[src/hdl/sde_pkg.sv]
`default_nettype none

package sde_pkg;

    localparam int SAMPLE_W    = 16;
    localparam int BYTE_W      = 8;
    localparam int QUEUE_DEPTH = 4;
    localparam int QUEUE_PTR_W = $clog2(QUEUE_DEPTH);
    localparam int QUEUE_CNT_W = $clog2(QUEUE_DEPTH + 1);

    localparam logic [BYTE_W-1:0] ESCAPE_BYTE = 8'h80;
    localparam logic [BYTE_W-1:0] PAD_BYTE    = 8'h00;
    localparam int                DELTA_LIMIT = 127;

    // Input request kinds.
    localparam logic REQ_SAMPLE = 1'b0;
    localparam logic REQ_FINISH = 1'b1;

    // Commands handed from the classifier to the byte emitter.
    typedef enum logic [1:0] {
        OP_PLAIN   = 2'd0,
        OP_ESC     = 2'd1,
        OP_ESC_PAD = 2'd2,
        OP_SUM     = 2'd3
    } t_op;

    typedef struct packed {
        t_op                 op;
        logic [SAMPLE_W-1:0] data;
    } t_cmd;

    typedef struct packed {
        logic full;
        logic empty;
    } t_queue_status;

endpackage

`default_nettype wire

[src/hdl/sde_if.sv]
`default_nettype none

interface sde_in_if;
    logic        valid;
    logic        ready;
    logic        req_type;
    logic [15:0] sample;

    modport source (output valid, output req_type, output sample, input ready);
    modport sink   (input valid, input req_type, input sample, output ready);
endinterface

interface sde_out_if;
    logic       valid;
    logic       ready;
    logic [7:0] out_byte;
    logic       last;

    modport source (output valid, output out_byte, output last, input ready);
    modport sink   (input valid, input out_byte, input last, output ready);
endinterface

`default_nettype wire

[src/hdl/sde_front.sv]
`default_nettype none

module sde_front (
    input  wire                         i_clk,
    input  wire                         i_rst_n,
    input  wire                         i_valid,
    output logic                        o_ready,
    input  wire                         i_req_type,
    input  wire [15:0]                  i_sample,
    input  wire sde_pkg::t_queue_status i_status,
    output logic                        o_push,
    output sde_pkg::t_cmd               o_cmd
);

    logic [15:0] r_prev;
    logic [15:0] r_sum;
    logic        r_parity;
    logic [15:0] n_prev;
    logic [15:0] n_sum;
    logic        n_parity;
    logic [15:0] diff;
    logic        small_delta;
    logic        accept;

    assign o_ready = !i_status.full;
    assign accept  = i_valid && !i_status.full;
    assign o_push  = accept;
    assign diff    = i_sample - r_prev;

    // The difference of -128 is deliberately escaped.
    assign small_delta = ($signed(diff) <= $signed(16'(sde_pkg::DELTA_LIMIT)))
                      && ($signed(diff) >= -$signed(16'(sde_pkg::DELTA_LIMIT)));

    always_comb begin
        n_prev   = r_prev;
        n_sum    = r_sum;
        n_parity = r_parity;
        o_cmd.op   = sde_pkg::OP_PLAIN;
        o_cmd.data = diff;
        if (i_req_type == sde_pkg::REQ_FINISH) begin
            o_cmd.op   = sde_pkg::OP_SUM;
            o_cmd.data = r_sum;
            n_prev     = '0;
            n_sum      = '0;
            n_parity   = 1'b0;
        end else begin
            n_prev = i_sample;
            n_sum  = r_sum + i_sample;
            if (small_delta) begin
                o_cmd.op = sde_pkg::OP_PLAIN;
                n_parity = !r_parity;
            end else begin
                // A pad is needed only when the escape byte leaves the count odd.
                o_cmd.op   = r_parity ? sde_pkg::OP_ESC : sde_pkg::OP_ESC_PAD;
                o_cmd.data = i_sample;
                n_parity   = 1'b0;
            end
        end
    end

    always_ff @(posedge i_clk) begin
        if (!i_rst_n) begin
            r_prev   <= '0;
            r_sum    <= '0;
            r_parity <= 1'b0;
        end else if (accept) begin
            r_prev   <= n_prev;
            r_sum    <= n_sum;
            r_parity <= n_parity;
        end
    end

endmodule

`default_nettype wire

[src/hdl/sde_queue.sv]
`default_nettype none

module sde_queue (
    input  wire                         i_clk,
    input  wire                         i_rst_n,
    input  wire                         i_push,
    input  wire sde_pkg::t_cmd          i_cmd,
    input  wire                         i_pop,
    output sde_pkg::t_cmd               o_head,
    output sde_pkg::t_queue_status      o_status
);

    sde_pkg::t_cmd                      r_mem [sde_pkg::QUEUE_DEPTH];
    logic [sde_pkg::QUEUE_PTR_W-1:0]    r_wr_ptr;
    logic [sde_pkg::QUEUE_PTR_W-1:0]    r_rd_ptr;
    logic [sde_pkg::QUEUE_CNT_W-1:0]    r_count;
    logic                               do_push;
    logic                               do_pop;

    assign o_status.full  = (r_count == sde_pkg::QUEUE_CNT_W'(sde_pkg::QUEUE_DEPTH));
    assign o_status.empty = (r_count == '0);
    assign do_push = i_push && !o_status.full;
    assign do_pop  = i_pop && !o_status.empty;
    assign o_head  = r_mem[r_rd_ptr];

    always_ff @(posedge i_clk) begin
        if (do_push) begin
            r_mem[r_wr_ptr] <= i_cmd;
        end
    end

    always_ff @(posedge i_clk) begin
        if (!i_rst_n) begin
            r_wr_ptr <= '0;
            r_rd_ptr <= '0;
            r_count  <= '0;
        end else begin
            if (do_push) begin
                r_wr_ptr <= r_wr_ptr + 1'b1;
            end
            if (do_pop) begin
                r_rd_ptr <= r_rd_ptr + 1'b1;
            end
            if (do_push && !do_pop) begin
                r_count <= r_count + 1'b1;
            end else if (do_pop && !do_push) begin
                r_count <= r_count - 1'b1;
            end
        end
    end

endmodule

`default_nettype wire

[src/hdl/sde_back.sv]
`default_nettype none

module sde_back (
    input  wire                         i_clk,
    input  wire                         i_rst_n,
    input  wire sde_pkg::t_cmd          i_head,
    input  wire sde_pkg::t_queue_status i_status,
    output logic                        o_pop,
    output logic                        o_valid,
    input  wire                         i_ready,
    output logic [7:0]                  o_out_byte,
    output logic                        o_last
);

    logic [1:0] r_step;
    logic       r_valid;
    logic [7:0] r_byte;
    logic       r_last;
    logic [7:0] sel_byte;
    logic       sel_last;
    logic       load;

    assign o_valid    = r_valid;
    assign o_out_byte = r_byte;
    assign o_last     = r_last;

    // The output register takes the next byte of the head command whenever it is empty or being drained.
    assign load  = !i_status.empty && (!r_valid || i_ready);
    assign o_pop = load && sel_last;

    always_comb begin
        sel_byte = i_head.data[7:0];
        sel_last = 1'b0;
        unique case (i_head.op)
            sde_pkg::OP_PLAIN: begin
                sel_byte = i_head.data[7:0];
                sel_last = 1'b1;
            end
            sde_pkg::OP_ESC: begin
                unique case (r_step)
                    2'd0:    sel_byte = sde_pkg::ESCAPE_BYTE;
                    2'd1:    sel_byte = i_head.data[15:8];
                    default: begin
                        sel_byte = i_head.data[7:0];
                        sel_last = 1'b1;
                    end
                endcase
            end
            sde_pkg::OP_ESC_PAD: begin
                unique case (r_step)
                    2'd0:    sel_byte = sde_pkg::ESCAPE_BYTE;
                    2'd1:    sel_byte = sde_pkg::PAD_BYTE;
                    2'd2:    sel_byte = i_head.data[15:8];
                    default: begin
                        sel_byte = i_head.data[7:0];
                        sel_last = 1'b1;
                    end
                endcase
            end
            default: begin
                if (r_step == 2'd0) begin
                    sel_byte = i_head.data[15:8];
                end else begin
                    sel_byte = i_head.data[7:0];
                    sel_last = 1'b1;
                end
            end
        endcase
    end

    always_ff @(posedge i_clk) begin
        if (load) begin
            r_byte <= sel_byte;
            r_last <= sel_last;
        end
    end

    always_ff @(posedge i_clk) begin
        if (!i_rst_n) begin
            r_valid <= 1'b0;
            r_step  <= '0;
        end else begin
            if (load) begin
                r_valid <= 1'b1;
                r_step  <= sel_last ? 2'd0 : r_step + 1'b1;
            end else if (i_ready) begin
                r_valid <= 1'b0;
            end
        end
    end

endmodule

`default_nettype wire

[src/hdl/sample_delta_escape_encoder_top.sv]
// Flow: an accepted word is written into the command queue; the emitter loads its bytes in
// turn into the output register when it is free. Rates: the input takes one word a cycle
// while the four-entry command queue has room; the emitter delivers one byte a cycle while
// the output is ready and a command is queued, and a word yields one to four bytes.
// Reset: synchronous, active low; clears the previous sample, the checksum, the parity,
// the queue and the output valid flag and byte step. No clearing pass is needed.
`default_nettype none

module sample_delta_escape_encoder_top (
    input  wire       i_clk,
    input  wire       i_rst_n,
    sde_in_if.sink    i_in,
    sde_out_if.source o_out
);

    sde_pkg::t_cmd          push_cmd;
    sde_pkg::t_cmd          head_cmd;
    sde_pkg::t_queue_status q_status;
    logic                   push;
    logic                   pop;
    logic                   in_ready;
    logic                   out_valid;
    logic [7:0]             out_byte;
    logic                   out_last;

    assign i_in.ready     = in_ready;
    assign o_out.valid    = out_valid;
    assign o_out.out_byte = out_byte;
    assign o_out.last     = out_last;

    sde_front u_front (
        .i_clk      (i_clk),
        .i_rst_n    (i_rst_n),
        .i_valid    (i_in.valid),
        .o_ready    (in_ready),
        .i_req_type (i_in.req_type),
        .i_sample   (i_in.sample),
        .i_status   (q_status),
        .o_push     (push),
        .o_cmd      (push_cmd)
    );

    sde_queue u_queue (
        .i_clk    (i_clk),
        .i_rst_n  (i_rst_n),
        .i_push   (push),
        .i_cmd    (push_cmd),
        .i_pop    (pop),
        .o_head   (head_cmd),
        .o_status (q_status)
    );

    sde_back u_back (
        .i_clk      (i_clk),
        .i_rst_n    (i_rst_n),
        .i_head     (head_cmd),
        .i_status   (q_status),
        .o_pop      (pop),
        .o_valid    (out_valid),
        .i_ready    (o_out.ready),
        .o_out_byte (out_byte),
        .o_last     (out_last)
    );

endmodule

`default_nettype wire

[src/flat_wrapper.sv]
// flat-port wrapper written by rule: the top's interface ports become plain ports
module sample_delta_escape_encoder_top_flat 
  (i_clk, i_rst_n, i_in_valid, i_in_req_type, i_in_sample, i_in_ready, o_out_valid, o_out_out_byte, o_out_last, o_out_ready);
  sde_in_if i_in_i ();
  sde_out_if o_out_i ();
  input  wire i_clk;
  input  wire i_rst_n;
  input wire logic [$bits(i_in_i.valid)-1:0] i_in_valid;
  input wire logic [$bits(i_in_i.req_type)-1:0] i_in_req_type;
  input wire logic [$bits(i_in_i.sample)-1:0] i_in_sample;
  output wire logic [$bits(i_in_i.ready)-1:0] i_in_ready;
  output wire logic [$bits(o_out_i.valid)-1:0] o_out_valid;
  output wire logic [$bits(o_out_i.out_byte)-1:0] o_out_out_byte;
  output wire logic [$bits(o_out_i.last)-1:0] o_out_last;
  input wire logic [$bits(o_out_i.ready)-1:0] o_out_ready;
  assign i_in_i.valid = i_in_valid;
  assign i_in_i.req_type = i_in_req_type;
  assign i_in_i.sample = i_in_sample;
  assign i_in_ready = i_in_i.ready;
  assign o_out_valid = o_out_i.valid;
  assign o_out_out_byte = o_out_i.out_byte;
  assign o_out_last = o_out_i.last;
  assign o_out_i.ready = o_out_ready;
  sample_delta_escape_encoder_top u_core (.i_clk(i_clk), .i_rst_n(i_rst_n), .i_in(i_in_i), .o_out(o_out_i));
endmodule
[config.mk]
export PLATFORM = sky130hd
export DESIGN_NAME = sample_delta_escape_encoder_top_flat
export DESIGN_NICKNAME = d
export VERILOG_FILES = /design/src/hdl/sde_pkg.sv /design/src/hdl/sde_if.sv /design/src/hdl/sde_front.sv /design/src/hdl/sde_queue.sv /design/src/hdl/sde_back.sv /design/src/hdl/sample_delta_escape_encoder_top.sv /design/src/flat_wrapper.sv
export SDC_FILE = /design/constraint.sdc
export NUM_CORES = 1
export LEC_CHECK = 0
export BUFFER_PORTS_ARGS = -buffer_cell sky130_fd_sc_hd__buf_4
export CAP_MARGIN = 20
export CORE_ASPECT_RATIO = 1.75
export CORE_MARGIN = 2
export CORE_UTILIZATION = 46
export DETAILED_ROUTE_END_ITERATION = 10
export SETUP_SLACK_MARGIN = 0.1
export SLEW_MARGIN = 20
export SYNTH_ARGS = -nofsm -noshare
export SYNTH_HDL_FRONTEND = slang
export SYNTH_SLANG_ARGS = --single-unit
[constraint.sdc]
create_clock -name i_clk -period 5.6 [get_ports i_clk]
set_clock_uncertainty 0.15 [all_clocks]
set_input_delay 0.28 -clock i_clk [delete_from_list [all_inputs] [get_ports i_clk]]
set_output_delay 0.28 -clock i_clk [all_outputs]
set_load 0.005 [all_outputs]
# Word-level counts from Yosys, hierarchy flattened
# Memories as Yosys holds them, arrays and structs flattened. A register that Yosys moved wholly into a read port is not among the register bits.
# Index checks and enable logic that the tools add are counted.
# word_totals
mem_bits_rw,72
n_memories,1
regBits,52
# classes
n_addsub,7
order_cmp,2
muxes,25
n_eq_ne,5
reduce_logical,22
# memory_table
memory,words,word_bits,read_ports,rd_clocked_by_memory_dff,wr,line,source
u_core.u_queue.r_mem,4,18,1,1,1,sde_queue.sv:13,sde_pkg::t_cmd r_mem [sde_pkg::QUEUE_DEPTH];
# op_table
op,count
$mux 16,3
$pmux 8 s3,2
$mux 18,1
$add 16x16->16,1
$ge 16x8->1 const B,1
$le 16x8->1 const B,1
$pmux 8 s2,1
$sub 16x16->16,1
$mux 2,5
$mux 1,9
$logic_and 1x1->1,8
$mux 8,1
$add 2x1->2 const B,3
$logic_not 1->1,6
$mux 3,2
$eq 2x1->1 const B,2
$eq 2x2->1 const B,2
$logic_not 2->1,2
$reduce_bool 2->1,2
$add 3x1->3 const B,1
$eq 3x3->1 const B,1
$logic_not 3->1,1
$pmux 1 s3,1
$reduce_or 3->1,1
3 further kinds,3

# Depth between registers and ports, before layout
# Gate-level depths: netlist of the first run.
# depth
word_depth,9
depth_mapped,15
depth_no_buf,13

# Modules after synthesis
# A second synthesis of the first run with hierarchy kept.
# hier_totals
cells_unflattened,691
area_unflattened_um2,7270.7
# modules_own_cells
module,seq_area_each_um2,instances,area_per_inst_um2,cells_each
sde_front,660.6,1,3266.9,445
sde_queue,2342.2,1,3091.7,142
sde_back,330.3,1,912.1,104

# Worst setup path before layout of the first run
# No wires, ideal clock.
# synth_timing
path_type,input-to-reg
start,input i_in_sample[0]
end,"memory u_core.u_queue.r_mem[0][6] (netlist bit), data pin"
required_ns,5.154
arrival_ns,3.019
path_stages,15
n_path_buf,2
setup_time_ns,0.296
path_slack_ns,2.135
path_cell_list,inv_1 > ha_1 > inv_1 > fa_1 > a21o_1 > a221oi_4 > nor3_2 > or3_4 > a211oi_2 > nand3_1 > or4_1 > buf_6 > buf_12 > nand3_2 > a31oi_1
# synth_rtl
element,line,source
start: declaration,flat_wrapper.sv:10,input wire logic [$bits(i_in_i.sample)-1:0] i_in_sample;
end: declaration,sde_queue.sv:13,

==> impl_metrics.tcl, run 1 <==
set metrics [dict create \
    dp_cells 815 \
    worst-path-max-fanout 19 \
    status "complete, no violations" \
    internal-power_mw 2.23 \
    layoutNonFillerInstCount 850 \
    ys_ff_latch 126 \
    power_switching_mw 1.01 \
    worst_slew_pin_slew_ps 1000 \
    post-route-cell-area_mm2 0.00778 \
    max_cap_violations 0 \
    synth_flop_cell "edfxtp_1" \
    synthDistinctLibCells 64 \
    cts_buffer_depth 2 \
    slew_violations 0 \
    synthArstFlopShare 0 \
    period_minus_slack_ps 4320 \
    slew_headroom 0.325 \
    drc_errors 0 \
    via_count 4942 \
    wire_per_inst_um 18.5 \
    die_width_um 96.0 \
    row_count 58 \
    ant_nets 0 \
    syn_area_per_cell_um2 10.9 \
    finalCritPeriodShare 0.772 \
    antenna_cells 0 \
    hold_slack_ps 12.0 \
    grt_usage 0.217 \
    clk_latency_ps 420 \
    firstDrtPassIters 5 \
    seq_area_frac_synth 0.489 \
    io_pins 32 \
    area_delta_synth_final_pct 14.3 \
    nFillCells 1250 \
    hold_path.class "in -> reg" \
    critPathLaunchType "primary input" \
    final_common_cell "edfxtp_1" \
    vdd_drop_max_mv 0.226 \
    syn_inst 624 \
    wirelength_mm 15.7 \
    layout_setup_ws_ps 1280 \
    final_util 0.539 \
    fin_nets 721 \
    grt_first_pass_wirelength_mm 25.7 \
    cts_resized 0 \
    grt_antenna_before_repair 0 \
    core_area_mm2 0.0144 \
    rsz0062_at_grt "false" \
    io_buffers 31 \
    power.density_mw_per_mm2 416 \
    synth_area_mm2 0.00681 \
    path_clk_slew_ps 60 \
    grt_pass1_vias 5106 \
    share_seq_of_total_power 0.382 \
    numCtsBuffers 17 \
    tns_ps 0 \
    place_hpwl_mm 11.4 \
    dp_slack_ps 1240 \
    cts-root-buf "clkbuf_16" \
    tritoncts "done" \
    worst-setup-path-type "in -> reg" \
    start_util 0.472 \
    hold_viol 0 \
    cts_hold_buffers 3 \
    grt_max_degree 38 \
    setup.worst_path.end_class "flop" \
    ys_warn_count 0 \
    grt_overflow_total 0 \
    fmax_ghz 0.231 \
    sw_frac_of_total 0.312 \
    drt_iter0_drc 242 \
    p_clk_frac 0.336 \
    synth_edf_count 81 \
    die-height_um 165 \
    pwr-share-comb 0.282 \
    final_cell_mix "edfxtp_1 (81), nor2_1 (64), inv_1 (48), dfxtp_1 (45), nand2_1 (41)" \
    arrival_ps 4370 \
    h-tree-depth 4 \
    syn-num-nets 688 \
    globalplace.congestion 0.905 \
    cp.required_ps 5650 \
    layout-drive-gt1-share 0.157 \
    dpl_cell_area_mm2 0.00717 \
    setup_viol 0 \
    die_area_mm2 0.0158 \
    p_leak_nw 2.97 \
    p_total_mw 3.24 \
    via_per_inst 5.81 \
    cts_sinks 126 \
    cts_post_setup_buffers_inserted 0 \
]
## per-layer routing
metal / track usage / vias to the layer above / wire (um)
met1: 0.233 / 2370 / 5970
li1: - / 2372 / -
met2: 0.389 / 153 / 8480
met4: 0.123 / 0 / 687
met5: 0 / - / 0
met3: 0.0365 / 47 / 570
## logic make-up (layout without fill, tap and decap cells)
logic type	count (synthesis)	after routing	share of synthesized area
AOI/OAI and AO/OA	153	153	0.154
xor gates and xnor gates	28	28	0.0360
adders and majority gates	43	43	0.0823
buffers and inverters	73	119	0.0450
DFF	126	126	0.489
muxes	20	20	0.0626
and+or+nand+nor	181	181	0.130
## area by class of cell
cell class	instances	area, um2	area share
flip-flops and latches	126	3330	0.428
multi-input cells	425	3170	0.407
clock buffers	19	443	0.0569
repair buffers	37	285	0.0366
well taps	180	225	0.0289
inverters	50	188	0.0241
clock inverters	13	139	0.0178
## state kept, by name, indices dropped and copies added, names as in the netlist, named ones only
name	cells
u_core.u_front.r_sum	16
u_core.u_back.o_out_byte	8
u_core.u_back.r_step	2
u_core.u_queue.r_rd_ptr	2
u_core.u_back.o_valid	1
u_core.u_queue.r_wr_ptr	2
u_core.u_back.o_last	1
u_core.u_queue.r_mem	72
u_core.u_front.r_prev	16
u_core.u_front.r_parity	1
u_core.u_queue.r_count	3
## worst paths after layout
check,startpoint,to,slack [ps],cells after the start
setup / recovery,i_in_sample[2],u_core.u_queue.r_mem[1][5],1280,12
hold / removal,i_in_sample[4],u_core.u_front.r_prev[4],10,3
setup reg to reg,u_core.u_front.r_prev[0],u_core.u_queue.r_mem[1][5],1340,12
hold reg to reg,u_core.u_front.r_parity,u_core.u_front.r_parity,320,2
## worst max-delay path, stage by stage
cell	delay (ps)
dlygate4sd3_1	530
buf_4	150
ha_1	260
or2_2	320
o211ai_1	230
a21oi_1	150
a211oi_1	450
o211ai_1	130
nor4_1	390
and4_1	840
o21ai_0	260
a31oi_1	370
## cell usage after synthesis, types with 4 or more instances
library cell,instances,area share
nor2_1,64,0.035
edfxtp_1,81,0.36
a22oi_1,11,0.012
a21o_1,11,0.012
o22ai_1,8,0.0073
o31ai_1,5,0.0055
nand2_1,41,0.023
nor2b_1,12,0.011
o21ai_0,23,0.017
mux4_2,18,0.060
dfxtp_1,45,0.13
and3_1,9,0.0083
clkbuf_1,16,0.0088
o211ai_1,4,0.0044
a31oi_1,21,0.019
a21oi_1,34,0.025
xnor2_1,13,0.017
nand3_1,12,0.0088
xor2_1,15,0.019
inv_1,48,0.026
ha_1,40,0.073
o211ai_2,9,0.017
nand3b_1,5,0.0055
nor3_1,11,0.0081
## power by group through the flow
stage / clock (mW) / sequential [mW] / combinational, mW
detailed placement: 0 / 1.26 / 0.921
global route: 1.14 / 1.26 / 1.02
CTS: 1.11 / 1.24 / 0.925
finish: 1.09 / 1.24 / 0.914
global placement: 0 / 1.25 / 0.899
floorplan: 0 / 1.24 / 0.655
No activity file was read; power rests on OpenSTA's default activity.
==> inputs of run 2 (changes only) <==
--- a/config.mk
+++ b/config.mk
@@ -5,6 +5,7 @@
 export SDC_FILE = /design/constraint.sdc
 export NUM_CORES = 1
 export LEC_CHECK = 0
+export ABC_AREA = 1
 export BUFFER_PORTS_ARGS = -buffer_cell sky130_fd_sc_hd__buf_4
 export CAP_MARGIN = 20
 export CORE_ASPECT_RATIO = 1.75
==> constraint.sdc (replaced) <==
create_clock -name i_clk -period 3.9 [get_ports i_clk]
set_clock_uncertainty 0.15 [all_clocks]
set_input_delay 0.195 -clock i_clk [delete_from_list [all_inputs] [get_ports i_clk]]
set_output_delay 0.195 -clock i_clk [all_outputs]
set_load 0.005 [all_outputs]
==> run 2 against run 1 <==
Compared with the run above:
- register-to-register slack worse by 460 ps
- clock power rose by 44%
- global-route usage rose by 0.92 points
- critical endpoint is now u_core.u_queue.r_mem[0][13]
==> impl_metrics.tcl, run 2 <==
set metrics [dict create \
    status "complete, no violations" \
    io_buffers 31 \
    crit_path_top_delay_cell "dlygate4sd3_1" \
    synthArstFlopShare 0 \
    cp.required_ps 3950 \
    r2r_cells 16 \
    synth_top_cell_by_area "edfxtp_1" \
    drt_iter0_drc 332 \
    grt_busiest_layer "met2" \
    synth_area_mm2 0.00709 \
    max_cap_violations 0 \
    place_hpwl_mm 13.5 \
    top_regs "u_core.u_queue.r_mem (72), u_core.u_front.r_prev (16), u_core.u_front.r_sum (16)" \
    seq_area_frac_synth 0.470 \
    post-route-cell-area_mm2 0.00831 \
    layout-drive-gt1-share 0.0968 \
    period_minus_slack_ps 3050 \
    vdd_drop_max_mv 0.302 \
    grt_max_degree 36 \
    die_width_um 97.9 \
    rsz0062_at_grt "false" \
    slew_headroom 0.532 \
    die-height_um 168 \
    critPathLaunchType "primary input" \
    globalplace.congestion 0.904 \
    hold_slack_ps 29.3 \
    dpl_cell_area_mm2 0.00755 \
    core_area_mm2 0.0152 \
    numCtsBuffers 17 \
    grt_overflow_total 0 \
    ys_warn_count 0 \
    fmax_ghz 0.327 \
    synth_edf_count 81 \
    grt_first_pass_wirelength_mm 29.6 \
    row_count 60 \
    worst-setup-path-type "in -> reg" \
    power.density_mw_per_mm2 603 \
    grt_antenna_before_repair 0 \
    r2r_slack_ps 880 \
    finalCritPeriodShare 0.783 \
    worst_slew_pin_slew_ps 699 \
    crit_chain "dlygate4sd3_1 -> buf_4 -> ha_1 -> nand2_1 -> nand2_1 -> inv_1 -> o21ai_0 -> a21oi_1 -> nand2_1 -> nand2_1 -> nand2_1 -> nor2_1 -> nand3_1 -> nor2_4 -> o21ai_0 -> o21ai_1" \
    largest_register_ffs 72 \
    firstDrtPassIters 5 \
    hold_viol 0 \
    final_cell_mix "nand2_1 (225), inv_1 (97), edfxtp_1 (81), nor2_1 (75), o21ai_0 (75)" \
    ys_ff_latch 126 \
    final_common_cell "nand2_1" \
    tns_ps 0 \
    h-tree-depth 4 \
    arrival_ps 3100 \
    wire_per_inst_um 16.0 \
    crit_path_frequent_cell "nand2_1" \
    gr-usage-met3 0.0353 \
    via_count 6123 \
    grt_pass1_vias 6281 \
    grt_use_met2 0.435 \
    ant_nets 0 \
    fin_nets 991 \
    slew_violations 0 \
    largest_register "u_core.u_queue.r_mem" \
    cts_sinks 126 \
    path_clk_slew_ps 60 \
    final_util 0.545 \
    syn-num-nets 936 \
    grt_usage 0.226 \
    setup_viol 0 \
    grt_use_met1 0.227 \
    hold_path.class "in -> reg" \
    cts_buffer_depth 2 \
    drc_errors 0 \
    clk_latency_ps 410 \
    area_delta_synth_final_pct 17.2 \
    max_stage_delay_ps 540 \
    p_leak_nw 3.52 \
    synth_area_leaders "edfxtp_1 (34%), dfxtp_1 (13%), nand2_1 (12%)" \
    via_per_inst 5.44 \
    setup.worst_path.end_class "flop" \
    layout_setup_ws_ps 846 \
    cts-root-buf "clkbuf_16" \
    synth_top_area_frac 0.343 \
    syn_area_per_cell_um2 8.13 \
    worst-path-max-fanout 9 \
    syn_inst 872 \
    io_pins 32 \
    synth_most_common_cell "nand2_1" \
    cts_resized 0 \
    holdPathStages 5 \
    synth_flop_cell "edfxtp_1" \
    antenna_cells 0 \
    ys_top_cells_by_count "nand2_1 (225), inv_1 (97), edfxtp_1 (81)" \
    dp_slack_ps 847 \
    wirelength_mm 18.1 \
    tritoncts "done" \
    start_util 0.465 \
    die_area_mm2 0.0165 \
    synthDistinctLibCells 41 \
]
run 2: metal layers:
metal | part of all wire | routed length (um)
met1 | 0.37 | 6720
met2 | 0.55 | 9940
met3 | 0.030 | 550
met4 | 0.048 | 861
met5 | 0 | 0
run 2: power breakdown:
part / leakage, nW / switching, mW / total [mW] / internal, mW
Sequential: 1.12 / 0.107 / 1.81 / 1.70
Clock: 0.270 / 0.617 / 1.57 / 0.951
Combinational: 2.13 / 1.08 / 1.63 / 0.556
Total: 3.52 / 1.80 / 5.01 / 3.21
run 2: cell families (layout without fill, tap and decap cells):
logic type	count (synthesis)	count (layout)	share of synthesized area
simple gates	387	387	0.234
compound gates	187	187	0.146
flops	126	126	0.470
buf+inv	125	193	0.0667
fa+ha+maj	43	43	0.0791
xor+xnor	4	4	0.00494
run 2: per-stage QoR:
stage	total power [mW]	cells
after CTS	5.04	1126
after detailed placement	3.45	1077
after global routing	5.35	1126
final	5.01	1126
after global placement	3.40	1077
after floorplan	2.92	872
run 2: final timing paths:
| check | to | startpoint |
|---|---|---|
| hold reg to reg | u_core.u_front.r_prev[7] | u_core.u_front.r_prev[7] |
| hold / removal | u_core.u_front.r_prev[0] | i_in_sample[0] |
| setup / recovery | u_core.u_queue.r_mem[0][13] | i_in_sample[9] |
| setup reg to reg | u_core.u_queue.r_count[1] | flop |
run 2: final cells by class:
cell class | instances | area (um2)
inverters | 102 | 383
multi-input cells | 621 | 3280
well taps | 186 | 233
fillers | 1435 | 6930
flip-flops and latches | 126 | 3330
repair buffers | 59 | 485
clock buffers | 18 | 429
clock inverters | 14 | 159
run 2: repair_timing:
action,in CTS,in global routing
buffers inserted,0,0
setup endpoints to repair,0,0
endpoints found under the hold margin,27,0
hold buffers,17,0
run 2: critical path, delay by kind of cell:
kind                     cells  cell delay (ps)
buffers and inverters        3              810
AND/OR/NAND/NOR              8              960
AO/OA/AOI/OAI                4              710
adder cells (fa/ha/maj)      1              430
